--- config.mk ---
export PLATFORM = sky130hd
export DESIGN_NAME = ldq_front
export DESIGN_NICKNAME = d
export VERILOG_FILES = /design/src/hw/rtl/ldq_pkg.sv /design/src/hw/rtl/ldq_front.sv
export SDC_FILE = /design/constraint.sdc
export NUM_CORES = 1
export LEC_CHECK = 0
export BUFFER_PORTS_ARGS = -buffer_cell sky130_fd_sc_hd__buf_2
export CORE_ASPECT_RATIO = 1.5
export CORE_MARGIN = 4
export CORE_UTILIZATION = 47
export DETAILED_ROUTE_END_ITERATION = 8
export MAX_ROUTING_LAYER = met4
export PLACE_DENSITY = 0.71
export SLEW_MARGIN = 30
export SYNTH_ARGS = -nofsm -noshare
export SYNTH_HDL_FRONTEND = slang
export SYNTH_SLANG_ARGS = --single-unit
--- constraint.sdc ---
create_clock -name clk -period 7.35 [get_ports clk]
set_clock_uncertainty 0.05 [all_clocks]
set_input_delay 0.3675 -clock clk [delete_from_list [all_inputs] [get_ports clk]]
set_output_delay 0.3675 -clock clk [all_outputs]
set_load 0.01 [all_outputs]
--- src/hw/rtl/ldq_pkg.sv ---
package ldq_pkg;

    // Fixed formats of the line and coefficient fields.
    localparam int COORD_W    = 32;
    localparam int CFRAC      = COORD_W / 2;
    localparam int COEF_W     = 64;
    localparam int COEF_FRAC  = 32;
    localparam int VFRAC      = 30;
    localparam int UFRAC      = 60;

    // Pipeline geometry.
    localparam int SQRT_STEPS = 32;
    localparam int DIV_STEPS  = 33;
    localparam int NUM_MUL    = 21;
    localparam int MUL_STAGES = 4;
    localparam int Q_DEPTH    = 4;
    localparam int Q_PTR_W    = $clog2(Q_DEPTH);
    localparam int Q_CNT_W    = $clog2(Q_DEPTH + 1);

    // Line after the front: origin, direction magnitudes and signs.
    typedef struct packed {
        logic [2:0][COORD_W-1:0] o;
        logic [2:0][COORD_W:0]   mag;
        logic [2:0]              neg;
        logic                    degen;
    } ldq_item_t;

    // Line after normalization: origin and unit direction in Q2.30.
    typedef struct packed {
        logic [2:0][COORD_W-1:0] o;
        logic [2:0][31:0]        v;
        logic                    degen;
    } ldq_vec_t;

endpackage

--- src/hw/rtl/ldq_front.sv ---
module ldq_front
    import ldq_pkg::*;
(
    input  logic                      clk,
    input  logic                      rst_n,
    input  logic                      in_valid,
    output logic                      in_stall,
    input  logic signed [COORD_W-1:0] origin_x,
    input  logic signed [COORD_W-1:0] origin_y,
    input  logic signed [COORD_W-1:0] origin_z,
    input  logic signed [COORD_W-1:0] through_x,
    input  logic signed [COORD_W-1:0] through_y,
    input  logic signed [COORD_W-1:0] through_z,
    input  logic                      q_full,
    output logic                      push,
    output ldq_item_t                 item
);

    logic      f_v_reg;
    ldq_item_t f_item_reg;
    ldq_item_t f_item_next;

    logic signed [COORD_W-1:0] o_in [3];
    logic signed [COORD_W-1:0] t_in [3];
    logic signed [COORD_W:0]   d    [3];

    assign o_in[0] = origin_x;
    assign o_in[1] = origin_y;
    assign o_in[2] = origin_z;
    assign t_in[0] = through_x;
    assign t_in[1] = through_y;
    assign t_in[2] = through_z;

    // Direction, its magnitudes and signs, and the coincident-point flag.
    always_comb
    begin
        for (int i = 0; i < 3; i++)
        begin
            d[i] = (COORD_W + 1)'(t_in[i]) - (COORD_W + 1)'(o_in[i]);
            f_item_next.o[i]   = o_in[i];
            f_item_next.neg[i] = d[i][COORD_W];
            f_item_next.mag[i] = d[i][COORD_W] ? (COORD_W + 1)'(-d[i]) : d[i];
        end
        f_item_next.degen = (d[0] == '0) && (d[1] == '0) && (d[2] == '0);
    end

    // A valid line in the input register holds while the queue is full.
    assign in_stall = f_v_reg && q_full;
    assign push     = f_v_reg && !q_full;
    assign item     = f_item_reg;

    always_ff @(posedge clk or negedge rst_n)
    begin
        if (!rst_n)
        begin
            f_v_reg <= 1'b0;
        end
        else if (!in_stall)
        begin
            f_v_reg <= in_valid;
        end
    end

    always_ff @(posedge clk)
    begin
        if (!in_stall)
        begin
            f_item_reg <= f_item_next;
        end
    end

endmodule

**Word level (Yosys, flattened, before mapping)**

Cells that the tools add are included.

- Bits in registers: 200
- Bits in latches: 0
- Bits in writable memories: 0
- Memory bits (read-only): 0
- Output and inout port bits: 201
- Memories kept: 0

- Add/subtract/negate cells: 6
- Multiply operators: 0
- Divide/modulo/power cells: 0
- $lt $le $gt $ge: 0
- Equality and inequality tests: 0
- Shift operators: 0
- Muxes and demuxes: 3
- Bitwise logic cells: 0
- Reductions and logical operators: 8

Operators by type and width:

| operator | count |
|---|---|
| $logic_not A33 Y1 | 3 |
| $neg A33 Y33 | 3 |
| $sub A32 B32 Y33 | 3 |
| $mux W32 | 3 |
| $logic_and A1 B1 Y1 | 4 |
| $logic_not A1 Y1 | 1 |

**Logic depth before layout (Yosys ltp)**

Gate-level depths: netlist of run 1.

- Depth in word-level cells: 4
- Mapped depth: 17
- Mapped depth without buffers: 16

**Worst setup path before layout of run 1**

Ideal clock, no wire load.

- Path type: input port to output port
- From: input port q_full
- To: output port in_stall
- Data arrival time: 5,114 ps
- Path slack: 1,818 ps
- Stages: 2
- Path buffers: 0
- Path through: nand2_1 > inv_1

- Word-level cells in the longest chain between the ends: 1

Ends and longest elaborated chain:

| item | line | text |
|---|---|---|
| from (decl) | ldq_front.sv:14 | `input logic q_full,` |
| $logic_and A1 B1 Y1 | ldq_front.sv:48 | `assign in_stall = f_v_reg && q_full;` |
| to (decl) | ldq_front.sv:7 | `output logic in_stall,` |

No other way between the ends.

==> out/metrics.cfg, run 1 <==
[synth]
yosys.area.top_type_share=0.419
async_reset_ff_frac=0.00500
postSynthCellCount=1466
synth.avg_cell_area_um2=9.72
netlist_area_um2=14300
yosysSeqAreaShare=0.421
synth_top_flop_cell=edfxtp_1
synth-seq-cells=200
synthTopCellsByArea=edfxtp_1 (42%), ha_1 (9.1%), xnor2_1 (5.8%)
yosysTopAreaCell=edfxtp_1
synth_edf_count=199
yosysWarnings=0
syn_nets=1769
ys_types=89

[clocking]
cts_resized=0
clk_latency_ns=0.45
cts.path.max_buffers=2
cts_buffers=17
cts_max_level=4
cts-root-buf=clkbuf_16
cts_num_sinks=200
cts_tree=done
cts_setup_buffers=0
path_clk_slew_ns=0.08
holdBufCountCts=1

[placement]
dpl_worst_slack_ns=2.74
dpl.hpwl_um=33000
portBuffers=396
place.gp.congestion=0.914

[floorplan]
pin_count=397
rows=77
core_area_um2=29700
die_h_um=221
dieArea_um2=33200
initial_core_util=0.480
die_w_um=150

[worst_setup_path]
cp-end-kind=register
start_kind=input port
path_cells=buf_2 > ha_1 > fa_1 > nand2b_1 > a21o_1 > a211o_1 > o31ai_1 > a211o_1 > a221o_1 > o31a_1 > o22a_1 > inv_4 > o31ai_1 > xnor2_1
arrival_ns=4.29
path_class=input port to register
r2r_slack_ns=4.98
critical-path-max-stage-delay_ns=0.68
cp.required_ns=7.50
reg2reg_depth=2
path_max_fanout=19
r2r_end=item[75]$_DFFE_PN_
critPathSlowestCell=o22a_1
timing.rr.start=f_v_reg$_DFFE_PN0N_

[sta]
fmax_mhz=242
tightest_slew_ns=0.916
tns_ns=0
relSlewSlack=0.390
hold_violations=0
post-route-period-util=0.563
fin_hold_ws_ns=0.0459
grt_setup_unrepaired=no
drv_slew=0
setup_slack_ns=3.21
final-setup-viol-count=0
period_minus_slack_ns=4.14

[cells_and_area]
num-fill-cells=2700
num-nets-final=2148
areaGrowthSynthToFinish_pct=20.5
layout-drive-gt1-share=0.250
largest_reg_flops=199
final_util=0.579
register_area_um2=6000
multi_input_area_um2=7570

[detailed_routing]
wl_um=40000
avgRoutedWirePerCell_um=17.7
drcViolationCount=0
vias_per_cell=5.49
ant_nets=0
num_vias=12411
drt_iter0_drc=481
detail_route.first_pass.iterations=4

[global_route]
first_global_vias=12529
grt.total_usage=0.243
grt_pass1_wl_um=62500
antenna_found_initial=6
grt_max_degree=73
grt-ovfl-total=0

[min_path]
hold_class=input port to register
worstHoldStart=origin_y[27]
hold_depth=1
whs_endpoint=item[162]$_DFFE_PN_

[flow_run]
drv_cap=0

[power]
pwr_density_cell_nw_per_um2=226
peakVddDrop_mv=0.179
p_leak_uw=0.00760

[run_status]
status=completed

-- per-layer routing --
metal / up-vias / global-route usage / wire length (µm)
met5: - / - / 0
met4: 0 / 0.0806 / 946
met3: 62 / 0.0518 / 2540
met2: 360 / 0.450 / 21700
met1: 5849 / 0.251 / 14800
li1: 6140 / - / -
-- logic make-up (layout without fill, tap and decap cells) --
kind of cell             count (synthesis)  in the layout  synth area share
AND/OR/NAND/NOR                        417            417             0.145
AO/OA/AOI/OAI                          401            401             0.186
flip-flops                             200            200             0.421
buffers and inverters                  173            565            0.0485
XOR/XNOR                               162            162            0.0995
adder cells (fa/ha/maj)                107            107            0.0955
multiplexers                             6              6           0.00430
other                                    0              6                 0
-- critical path, delay by kind of cell --
kind,cells,cell delay [ns]
buffers and inverters,2,0.35
adder cells (fa/ha/maj),2,0.60
AO/OA/AOI/OAI,8,2.62
XOR/XNOR,1,0.12
AND/OR/NAND/NOR,1,0.20
-- power by group --
group / leakage (µW) / total, µW / switching [µW] / internal (µW)
Clock: 0.000290 / 963 / 453 / 510
Combinational: 0.00529 / 1350 / 821 / 524
Sequential: 0.00202 / 1570 / 58.2 / 1510
Total: 0.00760 / 3880 / 1330 / 2550
-- layout make-up --
class / instances / share of cell area
multi-input cells: 1093 / 0.441
clock buffers: 17 / 0.0248
inverters: 134 / 0.0295
flip-flops and latches: 200 / 0.349
clock inverters: 15 / 0.00961
well taps: 395 / 0.0288
repair buffers: 399 / 0.117
diodes: 6 / 0.000874
-- cell usage after synthesis (4+ instances only) --
library cell,n
inv_1,132
o21ai_0,63
nand4b_1,4
nor2_1,119
o31a_1,4
nand3_1,21
a211oi_1,19
a21oi_1,120
a31o_2,4
buf_2,13
and2_1,12
nand2_1,117
or4_1,5
o21bai_1,8
or2_2,5
or3_1,12
xor2_1,68
clkbuf_1,23
nor3_1,30
nand4_1,18
nand2b_1,14
a21boi_0,4
xnor2_1,94
o21ai_1,18
a221oi_1,5
o31ai_1,11
a31oi_1,20
and3_1,9
nand3b_1,5
edfxtp_1,199
nor4_1,8
nor3b_1,9
a21o_1,27
o211ai_1,26
o211a_1,5
o21a_1,13
and4_1,6
mux2i_1,5
a211o_1,7
nor2b_1,7
ha_1,104
-- metrics by stage --
stage          instances  total power [µW]  instance area [µm²]
6_report            2259              3880                17200
5_1_grt             2259              4100                17200
4_1_cts             2253              3910                17200
3_5_place_dp        2220              2940                16600
3_3_place_gp        2220              2920                16600
2_1_floorplan       1466              2480                14300
-- cell usage in the layout (no fill, tap or decap), types with 17 or more instances in the layout --
cell,instances
xnor2_1,94
a211oi_1,19
o21ai_1,18
nor2_1,119
a31oi_1,20
nand4_1,18
inv_1,132
o211ai_1,26
nand2_1,116
o21ai_0,63
a21o_1,27
nand3_1,21
xor2_1,68
clkbuf_16,17
edfxtp_1,199
buf_2,396
a21oi_1,120
nor3_1,30
ha_1,104
-- worst max path at each step --
stage / slack [ns] / to / cells past startpoint / startpoint
6_report: 3.21 / item[50]$_DFFE_PN_ / 14 / origin_y[0]
5_1_grt: 2.79 / item[102]$_SDFFCE_PP0N_ / 17 / through_z[0]
4_1_cts: 3.24 / item[50]$_DFFE_PN_ / 14 / origin_y[0]
3_5_place_dp: 2.74 / item[50]$_DFFE_PN_ / 14 / origin_y[0]
3_3_place_gp: 2.86 / item[69]$_SDFFCE_PN0N_ / 15 / origin_y[0]
2_1_floorplan: 1.82 / in_stall / 2 / q_full
Power figures use the tool's default switching activity.
==> inputs of run 2 (changes only) <==
--- a/config.mk
+++ b/config.mk
@@ -11,7 +11,7 @@
 export CORE_UTILIZATION = 47
 export DETAILED_ROUTE_END_ITERATION = 8
 export MAX_ROUTING_LAYER = met4
-export PLACE_DENSITY = 0.71
+export PLACE_DENSITY = 0.74
 export SLEW_MARGIN = 30
 export SYNTH_ARGS = -nofsm -noshare
 export SYNTH_HDL_FRONTEND = slang
==> constraint.sdc (replaced) <==
create_clock -name clk -period 3.5 [get_ports clk]
set_clock_uncertainty 0.05 [all_clocks]
set_input_delay 0.175 -clock clk [delete_from_list [all_inputs] [get_ports clk]]
set_output_delay 0.175 -clock clk [all_outputs]
set_load 0.01 [all_outputs]
==> run 2 against run 1 <==
Register-to-register slack worse by 3.3 ns; critical endpoint is now item[35]$_DFFE_PN_; largest power group is now combinational logic; hold slack gained 0.11 ns; sequential share of layout area down 6.0 points; critical path depth fell by 1; largest cell class unchanged; core utilization up 12 points; global-route usage up 3.9 points; critical path type unchanged.
==> out/metrics.cfg, run 2 (synthesis results as in run 1) <==
[detailed_routing]
detail_route.first_pass.iterations=7  ; +3
num_vias=14296  ; +15%
wl_um=47300  ; +18%
ant_nets=0  ; unchanged
vias_per_cell=5.38  ; -2.1%
drt_iter0_drc=578  ; +20%
avgRoutedWirePerCell_um=17.8  ; +0.44%
drcViolationCount=0  ; unchanged

[global_route]
grt_max_degree=80  ; +9.6%
grt_pass1_wl_um=72500  ; +16%
first_global_vias=14663  ; +17%
grt.total_usage=0.281  ; +0.0386
antenna_found_initial=12  ; +6
grt-ovfl-total=0  ; unchanged

[worst_setup_path]
r2r_slack_ns=1.66  ; -3.32 ns
r2r_end=item[116]$_DFFE_PN_
timing.rr.start=f_v_reg$_DFFE_PN0N_
path_cells=dlygate4sd3_1 > buf_2 > inv_1 > ha_1 > and4_2 > a2111oi_4 > a21oi_2 > a41oi_2 > xnor2_1 > or3_4 > or3b_1 > o31a_1 > xor2_1
crit_family=simple AND/OR/NAND/NOR gates
reg2reg_depth=2  ; unchanged
arrival_ns=3.58  ; -0.71 ns
critPathSlowestCell=dlygate4sd3_1
critical-path-max-stage-delay_ns=0.56  ; -0.12 ns
cp.required_ns=3.64  ; -3.86 ns
cp-end-kind=register
start_kind=input port
path_max_fanout=3  ; -16
path_class=input port to register
path_buf_inv=3  ; +1
cp-startpoint=origin_x[22]

[min_path]
worstHoldStart=origin_z[0]
hold_depth=3  ; +2
hold_class=input port to register
whs_endpoint=item[70]$_DFFE_PN_

[power]
pwr_density_cell_nw_per_um2=424  ; +88%
peakVddDrop_mv=0.379  ; +110%
p_leak_uw=0.00949  ; +25%

[cells_and_area]
layout_common_cells=buf_2 (395), buf_4 (295), edfxtp_1 (199)
fin_area_um2=20800  ; +21%
layout-drive-gt1-share=0.367  ; +0.118
final_util=0.700  ; +0.121
largest_reg_flops=199  ; unchanged
num-fill-cells=2291  ; -15%
num-nets-final=2543  ; +18%
multi_input_area_um2=7960  ; +5.1%
layout.cells.non_filler=2658  ; +18%
register_area_um2=6000  ; unchanged
areaGrowthSynthToFinish_pct=45.8
final_common_cell=buf_2

[clocking]
cts_num_sinks=200  ; unchanged
cts.path.max_buffers=2  ; unchanged
cts_tree=done
path_clk_slew_ns=0.07  ; about the same
clk_latency_ns=0.45  ; about the same
cts_max_level=4  ; unchanged
cts_buffers=17  ; unchanged
cts-root-buf=clkbuf_16

[placement]
dp_cells=2510  ; +13%
dpl.hpwl_um=37000  ; +12%
place.gp.congestion=0.944  ; +3.3%
portBuffers=396  ; unchanged
dpl_cell_area_um2=18900  ; +14%

[floorplan]
core_area_um2=29700  ; unchanged
die_w_um=150  ; unchanged
die_h_um=221  ; unchanged
pin_count=397  ; unchanged
rows=77  ; unchanged
initial_core_util=0.480  ; unchanged
dieArea_um2=33200  ; unchanged

[sta]
period_minus_slack_ns=3.43
tns_ns=0  ; unchanged
post-route-period-util=0.981
tightest_slew_ns=0.632  ; -0.284 ns
fmax_mhz=291
drv_slew=0  ; unchanged
relSlewSlack=0.574  ; +0.185
hold_violations=0  ; unchanged
final-setup-viol-count=0  ; unchanged

[run_status]
status=completed

[flow_run]
drv_cap=0  ; unchanged

==> run 2: worst max path at each step <==
stage / endpoint / slack [ns] / cells after the start
after floorplan: item[36]$_SDFFCE_PP0N_ / -0.20 / 15
after global placement: item[69]$_SDFFCE_PN0N_ / -0.39 / 15
after detailed placement: item[69]$_SDFFCE_PN0N_ / -0.53 / 15
after CTS: item[102]$_SDFFCE_PP0N_ / 0.04 / 17
after global routing: item[99]$_DFFE_PN_ / -0.01 / 18
final: item[35]$_DFFE_PN_ / 0.07 / 13
==> run 2: per-layer routing <==
layer	track usage	wire, µm	part of all wire	vias to the layer above
met5	-	0	0	-
met4	0.121	2030	0.043	0
met3	0.0516	2690	0.057	120
met2	0.529	25800	0.55	505
met1	0.277	16700	0.35	6739
li1	-	-	-	6932
==> run 2: cell type report <==
type / count / share of cell area
clock buffer: 18 / 0.0207
sequential: 200 / 0.289
antenna: 12 / 0.00144
clock inverter: 12 / 0.00385
multi-input combinational: 1093 / 0.383
inverter: 134 / 0.0251
tap: 395 / 0.0238
timing repair buffer: 794 / 0.253
==> run 2: metrics by stage <==
| step | power (µW) | setup WS [ns] | hold slack (ns) |
|---|---|---|---|
| 3_5_place_dp | 6810 | -0.534 | -0.0960 |
| 3_3_place_gp | 6740 | -0.386 | -0.0987 |
| 2_1_floorplan | 5200 | -0.197 | -0.171 |
| 4_1_cts | 8710 | 0.0357 | 0.141 |
| 5_1_grt | 9280 | -0.0131 | 0.175 |
| 6_report | 8800 | 0.0657 | 0.156 |
==> run 2: worst min-delay path, delay by kind of cell <==
family / cells / cell delay (ns)
adders and majority gates: 1 / 0.18
buffers and inverters: 2 / 0.14
==> run 2: power breakdown <==
part / internal [µW] / leakage (µW) / switching (µW)
clock network: 900 / 0.000252 / 920
logic: 1710 / 0.00723 / 1970
registers: 3170 / 0.00202 / 129
==> run 2: timing repair <==
action                                  in CTS  in global routing
setup buffers                                0                  7
hold endpoints to repair                    98                  0
endpoints found under the setup margin       1                 60
pin swaps                                    0                 28
resized for setup                            1                 70
hold buffers                                99                  0
==> inputs of run 3 (changes only) <==
==> constraint.sdc (replaced) <==
create_clock -name clk -period 3 [get_ports clk]
set_clock_uncertainty 0.05 [all_clocks]
set_input_delay 0.15 -clock clk [delete_from_list [all_inputs] [get_ports clk]]
set_output_delay 0.15 -clock clk [all_outputs]
set_load 0.01 [all_outputs]
==> run 3 against run 2 <==
Combinational power grew 39%; clock power is 25% higher; flip-flop and latch count did not move; hold slack worse by 0.043 ns; the run now ends with setup timing left; die area unchanged; count of clock-buffer cells in the layout is 1 lower.
==> out/metrics.cfg, run 3 (synthesis results as in run 1) <==
[sta]
fin_hold_ws_ns=0.114  ; -0.0427 ns
period_minus_slack_ns=3.32
hold_violations=0  ; unchanged
drv_slew=0  ; unchanged
tns_ns=-4.31  ; -4.31 ns
post-route-period-util=1.11
fmax_mhz=302
tightest_slew_ns=0.547  ; -0.0844 ns
relSlewSlack=0.626  ; +0.0513
final-setup-viol-count=37  ; +37
setup_slack_ns=-0.316  ; -0.382 ns
grt_setup_unrepaired=yes

[detailed_routing]
drcViolationCount=0  ; unchanged
ant_nets=0  ; unchanged
wl_um=52300  ; +11%
wl_met3_um=3500  ; +30%
detail_route.first_pass.iterations=6  ; -1
m1WireLength_um=17600  ; +5.4%
num_vias=15337  ; +7.3%
vias_per_cell=5.42  ; +0.83%
drt_iter0_drc=656  ; +13%
maxUsedRoutingLayer=met4
wl_met2_um=28300  ; +9.7%
avgRoutedWirePerCell_um=18.5  ; +4.0%

[power]
p_leak_uw=0.0106  ; +12%
sw_frac_of_total=0.352  ; +0.00890
p_sw_uw=3960  ; +31%
peakVddDrop_mv=0.403  ; +6.4%
power_uw=11300  ; +28%
p_seq_frac=0.343  ; -0.032
internal_power_uw=7300  ; +26%
clkPwrFrac=0.202  ; -0.005
pwr_density_cell_nw_per_um2=486  ; +15%
comb_power_share=0.454  ; +0.036

[worst_setup_path]
critical-path-max-stage-delay_ns=0.33  ; -0.23 ns
timing.rr.start=f_v_reg$_DFFE_PN0N_
path_cells=buf_2 > inv_1 > ha_1 > o211ai_1 > a21o_1 > a211oi_2 > buf_4 > o211ai_1 > buf_4 > nand3_1 > nor3b_1 > buf_4 > nand3_2 > nor4_4 > nand2_1 > nor3b_2 > ha_1 > and2_1
cp-end-kind=register
start_kind=input port
cp.required_ns=3.18  ; -0.46 ns
r2r_slack_ns=1.25  ; -0.41 ns
reg2reg_depth=2  ; unchanged
cpMostUsedCell=buf_4
arrival_ns=3.49  ; -0.09 ns
path_max_fanout=3  ; unchanged
path_class=input port to register
critPathSlowestCell=a211oi_2
r2r_end=item[160]$_DFFE_PN_

[run_status]
status=finished with violations
violations=setup timing

[clocking]
cts.path.max_buffers=2  ; unchanged
cts_tree=done
cts-root-buf=clkbuf_16
clk_latency_ns=0.46  ; about the same
cts_buffers=17  ; unchanged
path_clk_slew_ns=0.08  ; about the same
cts_num_sinks=200  ; unchanged
cts_max_level=4  ; unchanged

[cells_and_area]
fin_area_um2=23200  ; +12%
layout-drive-gt1-share=0.460  ; +0.0929
num-nets-final=2710  ; +6.6%
final_common_cell=buf_4
layout_common_cells=buf_4 (444), buf_2 (385), edfxtp_1 (199)
largest_reg_flops=199  ; unchanged
areaGrowthSynthToFinish_pct=62.7

[min_path]
hold_depth=3  ; unchanged
hold_class=input port to register
whs_endpoint=item[37]$_DFFE_PN_
worstHoldStart=origin_y[0]

[floorplan]
die_w_um=150  ; unchanged
core_area_um2=29700  ; unchanged
initial_core_util=0.480  ; unchanged
rows=77  ; unchanged
pin_count=397  ; unchanged
die_h_um=221  ; unchanged
dieArea_um2=33200  ; unchanged

[global_route]
first_global_vias=15721  ; +7.2%
grt_pass1_wl_um=79100  ; +9.2%
grt-ovfl-total=0  ; unchanged
grt.total_usage=0.309  ; +0.0279
grt_max_degree=65  ; -19%
antenna_found_initial=12  ; unchanged

[placement]
dpl_cell_area_um2=20200  ; +7.0%
portBuffers=396  ; unchanged
place.gp.congestion=0.948  ; +0.37%
dpl.hpwl_um=38900  ; +5.1%

[flow_run]
drv_cap=0  ; unchanged

==> run 3: final cells by class <==
type / instances / area, µm²
antenna: 13 / 32.5
clock buffer: 17 / 425
clock inverter: 15 / 135
fill: 1926 / 6470
inverter: 134 / 563
multi-input combinational: 1093 / 8820
sequential: 200 / 6000
tap: 395 / 494
timing repair buffer: 960 / 6720
timing repair inverter: 1 / 8.76
==> run 3: worst max-delay path: cells and delay by family <==
family	cells	cell delay (ns)
fa+ha+maj	2	0.56
simple gates	7	1.25
compound gates	4	0.82
buf+inv	5	0.71
==> run 3: worst max path at each step <==
stage | slack (ns) | end | startpoint
3_5_place_dp | -1.02 | item[69]$_SDFFCE_PN0N_ | origin_y[10]
5_1_grt | -0.47 | item[69]$_SDFFCE_PN0N_ | origin_y[3]
3_3_place_gp | -1.0 | item[69]$_SDFFCE_PN0N_ | origin_y[10]
2_1_floorplan | -0.67 | item[36]$_SDFFCE_PP0N_ | through_x[0]
6_report | -0.32 | item[69]$_SDFFCE_PN0N_ | origin_y[3]
4_1_cts | -0.16 | item[36]$_SDFFCE_PP0N_ | through_x[0]
==> run 3: layer usage <==
metal,global-route usage,vias up
li1,-,7261
met1,0.299,7283
met2,0.571,603
met3,0.0675,190
met4,0.150,0
met5,-,-
==> run 3: repair_timing <==
item,in CTS,in global routing
cloned,1,1
pin swaps,58,87
endpoints found under the setup margin,47,69
hold buffers,99,0
resized for setup,95,95
endpoints found under the hold margin,98,0
setup buffers,35,27
==> run 3: power by group through the flow <==
stage                     Clock, µW  Sequential [µW]  Combinational (µW)
after global placement            0             3910                4390
after detailed placement          0             3910                4470
after CTS                      2300             3860                4830
after global routing           2430             3900                5500
after floorplan                   0             4150                2040
final                          2280             3870                5120
==> run 3: per-stage QoR <==
stage               instances   util  worst slack, ns
floorplan                1466      -           -0.671
global placement         2625  0.681            -1.00
detailed placement       2625  0.681            -1.02
CTS                      2792  0.759           -0.161
global route             2827  0.782           -0.465
finish                   2828  0.782           -0.316
